--- config.mk ---
export PLATFORM = sky130hd
export DESIGN_NAME = sfq_ram
export DESIGN_NICKNAME = d
export VERILOG_FILES = /design/src/rtl/core/sphere_falloff_field_query_defines.svh /design/src/rtl/core/sfq_ram.sv
export SDC_FILE = /design/constraint.sdc
export NUM_CORES = 1
export LEC_CHECK = 0
export ABC_AREA = 0
export BUFFER_PORTS_ARGS = -buffer_cell sky130_fd_sc_hd__buf_2
export CORE_MARGIN = 5
export CORE_UTILIZATION = 60
export CTS_CLUSTER_DIAMETER = 80
export DETAILED_ROUTE_END_ITERATION = 8
export PLACE_DENSITY = 0.88
export SYNTH_ARGS = -nofsm -noshare
export SYNTH_HDL_FRONTEND = slang
export SYNTH_SLANG_ARGS = --single-unit
export TNS_END_PERCENT = 100
--- constraint.sdc ---
create_clock -name clk_i -period 4.75 [get_ports clk_i]
set_clock_uncertainty 0.15 [all_clocks]
set_input_delay 0.7125 -clock clk_i [delete_from_list [all_inputs] [get_ports clk_i]]
set_output_delay 0.7125 -clock clk_i [all_outputs]
set_load 0.1 [all_outputs]
--- src/rtl/core/sphere_falloff_field_query_defines.svh ---
// assertion macros for the sphere falloff field query block
`ifndef SPHERE_FALLOFF_FIELD_QUERY_DEFINES_SVH
`define SPHERE_FALLOFF_FIELD_QUERY_DEFINES_SVH

// same-cycle implication, checked out of reset
`define SFQ_ASSERT_NOW(label, ante, cons, msg) \
  label: assert property (@(posedge clk_i) disable iff (!rst_ni) (ante) |-> (cons)) \
    else $error(msg);

// next-cycle implication, checked out of reset
`define SFQ_ASSERT_NEXT(label, ante, cons, msg) \
  label: assert property (@(posedge clk_i) disable iff (!rst_ni) (ante) |=> (cons)) \
    else $error(msg);

`endif

--- src/rtl/core/sfq_ram.sv ---
// generic single-port ram with registered read
module sfq_ram #(
  parameter int WIDTH = 8,
  parameter int DEPTH = 16
) (
  input  logic                     clk_i,
  input  logic                     we_i,
  input  logic [$clog2(DEPTH)-1:0] addr_i,
  input  logic [WIDTH-1:0]         wdata_i,
  output logic [WIDTH-1:0]         rdata_o
);

  logic [WIDTH-1:0] mem_q [DEPTH];

  always_ff @(posedge clk_i) begin
    if (we_i) begin
      mem_q[addr_i] <= wdata_i;
    end
    rdata_o <= mem_q[addr_i];
  end

endmodule
==> key figures <==
Final layout
  – Fill cells: 478
  – Most common library cell in the layout ignoring fill and taps: sky130_fd_sc_hd__edfxtp_1
  – Final layout net count: 276
  – Layout cell share with drive strength beyond 1: 0.305
  – Layout Area Growth over Synthesis: 14.9%
  – Commonest cells after routing, fill and taps aside: sky130_fd_sc_hd__edfxtp_1, sky130_fd_sc_hd__mux4_2, sky130_fd_sc_hd__buf_2, sky130_fd_sc_hd__a22oi_1, sky130_fd_sc_hd__clkbuf_16
  – Sequential standard cell area: 4000 µm²
  – Antenna cell count: 0
  – Final Core Density: 0.709
  – Final design instance area without fill: approximately 5800 µm²
  – Multi-input logic area: 1000 µm²

Timing
  – Final cycle utilization of the critical path: 0.537
  – Final total negative setup slack: 0 ps
  – RSZ-0062 raised after global routing: false
  – Hold Violations, Final: 0
  – Max Clk Rate: 392 MHz
  – Final period demand of the worst path: 2550 ps
  – Final critical-path setup slack: 2200 ps
  – Pin slew with the least headroom to its limit: approximately 1200 ps
  – Worst relative slew slack: 0.182
  – Final Slew Violations: 0
  – Total of endpoints with negative setup slack in the final report: 0

Placed design
  – Placement Cell Area: 5270 µm²
  – PortBufs: 21
  – HPWL after detailed placement: ~5700 µm
  – RD Place Congestion: 0.893
  – Worst setup slack after placement: 1650 ps

GRT
  – Global route hottest layer: met2
  – M3 GR Usage: 0.0778
  – Global routing met2 resource utilization: 0.354
  – Global routing met1 resource utilization: 0.256
  – Gr ovfl total: 0
  – Wire length of the first global-routing pass: 14900 µm
  – Number of global-route vias before repair: 2552
  – Total GRT Usage: 0.211
  – Number of antenna violations at the first check in global routing: 0
  – Largest net degree at the start of global routing: 40

Setup path
  – Reg-to-reg critical path endpoint: rdata_o[5]$_DFF_P_
  – Count of buffer and inverter cells on the critical path: 2
  – Kind of end point of the critical path: flip-flop
  – Crit path cell chain: buf_2 > buf_4 > nand2b_1 > nor2_1
  – Reg-to-reg critical path startpoint: mem_q[7][5]$_DFFE_PP_
  – Worst reg-to-reg setup slack: 3120 ps
  – Max stage delay on crit path: 660 ps
  – Worst-path fanout max: 21
  – Data required, critical path: between 4000 and 5000 ps
  – Worst Reg2Reg Path Length in Cells: 3
  – Crit-path slowest cell: sky130_fd_sc_hd__nor2_1
  – Gate family responsible for the most delay along the worst path: buffers and inverters
  – CP Launch Type: input port
  – Data arrival, critical path: 2540 ps
  – CP startpoint: addr_i[0]
  – Crit path kind: input port to flip-flop

CTS
  – TritonCTS clock tree: built
  – Root Driver: sky130_fd_sc_hd__clkbuf_8
  – Count of instances resized after the clock tree is built: 0
  – Number of buffers added for setup after CTS: 0
  – CTS Hold Buffers Added: 0
  – H-tree levels: 4
  – Clock transition at path regs: 60 ps
  – Maximum root-to-sink buffer count: 2
  – Clk_lat worst skew: 510 ps
  – Total clock buffers created by CTS: 17
  – Number of clock sinks: between 100 and 150

Logic synthesis
  – Synth top area share: 0.759
  – Synthesized area per cell: ~22 µm²
  – Gate count after technology mapping: 230
  – Synth top area cells: sky130_fd_sc_hd__edfxtp_1, sky130_fd_sc_hd__mux4_2, sky130_fd_sc_hd__dfxtp_1, sky130_fd_sc_hd__a22oi_1, sky130_fd_sc_hd__nor2_1
  – Number of warning messages in the yosys log: 0
  – Synth Register Bits: ~140
  – Distinct cells, synth: 18
  – Part of the Yosys area used for sequential elements: 0.790
  – Synth area leader: sky130_fd_sc_hd__edfxtp_1
  – Summed instance area of the synthesized netlist: 5070 µm²
  – Post-synthesis net count: approximately 240

Pwr
  – Leakage component of the power: between 1.5 and 2 nW
  – Cell Pwr Density: 470 nW/µm²
  – Peak ir drop on the vdd network: 0.000339 V
  – Total design power: 2.74 mW

Hold path
  – Hold path depth: 1
  – Terminating pin of the worst hold path: mem_q[10][2]$_DFFE_PP_
  – Type of the worst min-delay path: input port to flip-flop
  – Start point of the worst hold path: wdata_i[2]

Route
  – Avg Vias per Cell: 6.29
  – Initial DRC Count: around 290
  – Number of detailed-route iterations in the first pass: 5
  – DR DRC count: 0
  – Antenna Nets Post-Route: 0
  – Routed via count: 2389
  – WL/cell: roughly 25 µm
  – Wire length reported by the detailed router: 9560 µm

Status
  – Result of the run: complete, no violations

Floorplan
  – Core Footprint: 8220 µm²
  – Die X-Extent: 102 µm
  – Vertical extent of the die: 102 µm
  – Floorplan die area: a little over 10000 µm²
  – Row count: 33
  – Initial Util: 0.617
  – Total I/O pin count: 22

Run
  – Number of violations of the max-capacitance limit: 0
[cells by family after synthesis]
| group | after synthesis | share of synthesized area |
|---|---|---|
| flops | 136 | 0.790 |
| simple gates | 35 | 0.0321 |
| compound gates | 16 | 0.0237 |
| mux | 32 | 0.142 |
| buf+inv | 11 | 0.0119 |
[state kept, by name, indices dropped and copies added (netlist names)]
name     count
mem_q      128
rdata_o      8
[synth_stat cells, drive strengths merged]
| cell type | number |
|---|---|
| and2 | 1 |
| clkbuf | 3 |
| dfxtp | 8 |
| nand3b | 2 |
| nor2 | 13 |
| or3b | 1 |
| edfxtp | 128 |
| a22oi | 16 |
| nor2b | 2 |
| nor3 | 4 |
| nand2 | 9 |
| buf | 8 |
| nand2b | 2 |
| nand3 | 1 |
| mux4 | 32 |
[through the flow]
stage / hold slack, ps / instances
floorplan: 485 / 230
global placement: 509 / 348
detailed placement: 530 / 348
CTS: 429 / 380
global route: 434 / 380
finish: 452 / 380
[report_power, final]
group          switching [mW]  total, mW  leakage [nW]  internal [mW]
combinational           0.131      0.180         0.409         0.0487
clock                   0.443       1.21         0.270          0.766
sequential            0.00749       1.35          1.22           1.34
total                   0.581       2.74          1.90           2.16
[cell type report]
| class | instances | share of cell area |
|---|---|---|
| clock buffer | 22 | 0.0778 |
| sequential | 136 | 0.688 |
| clock inverter | 10 | 0.0176 |
| multi-input combinational | 83 | 0.172 |
| tap | 105 | 0.0226 |
| timing repair buffer | 24 | 0.0219 |
[routing by layer]
layer | share of wire | vias up | wire length, µm
li1 | - | 1028 | -
met1 | 0.35 | 1218 | 3380
met2 | 0.54 | 130 | 5170
met3 | 0.089 | 13 | 848
met4 | 0.017 | 0 | 161
met5 | 0 | - | 0
[how the worst max path moves through the flow]
stage | to | depth (start not counted)
floorplan | mem_q[0][0]$_DFFE_PP_ | 2
global placement | mem_q[3][0]$_DFFE_PP_ | 4
detailed placement | mem_q[3][5]$_DFFE_PP_ | 4
CTS | mem_q[3][4]$_DFFE_PP_ | 4
global route | mem_q[3][6]$_DFFE_PP_ | 4
finish | mem_q[13][0]$_DFFE_PP_ | 4
No activity file was read; power rests on OpenSTA's default activity.
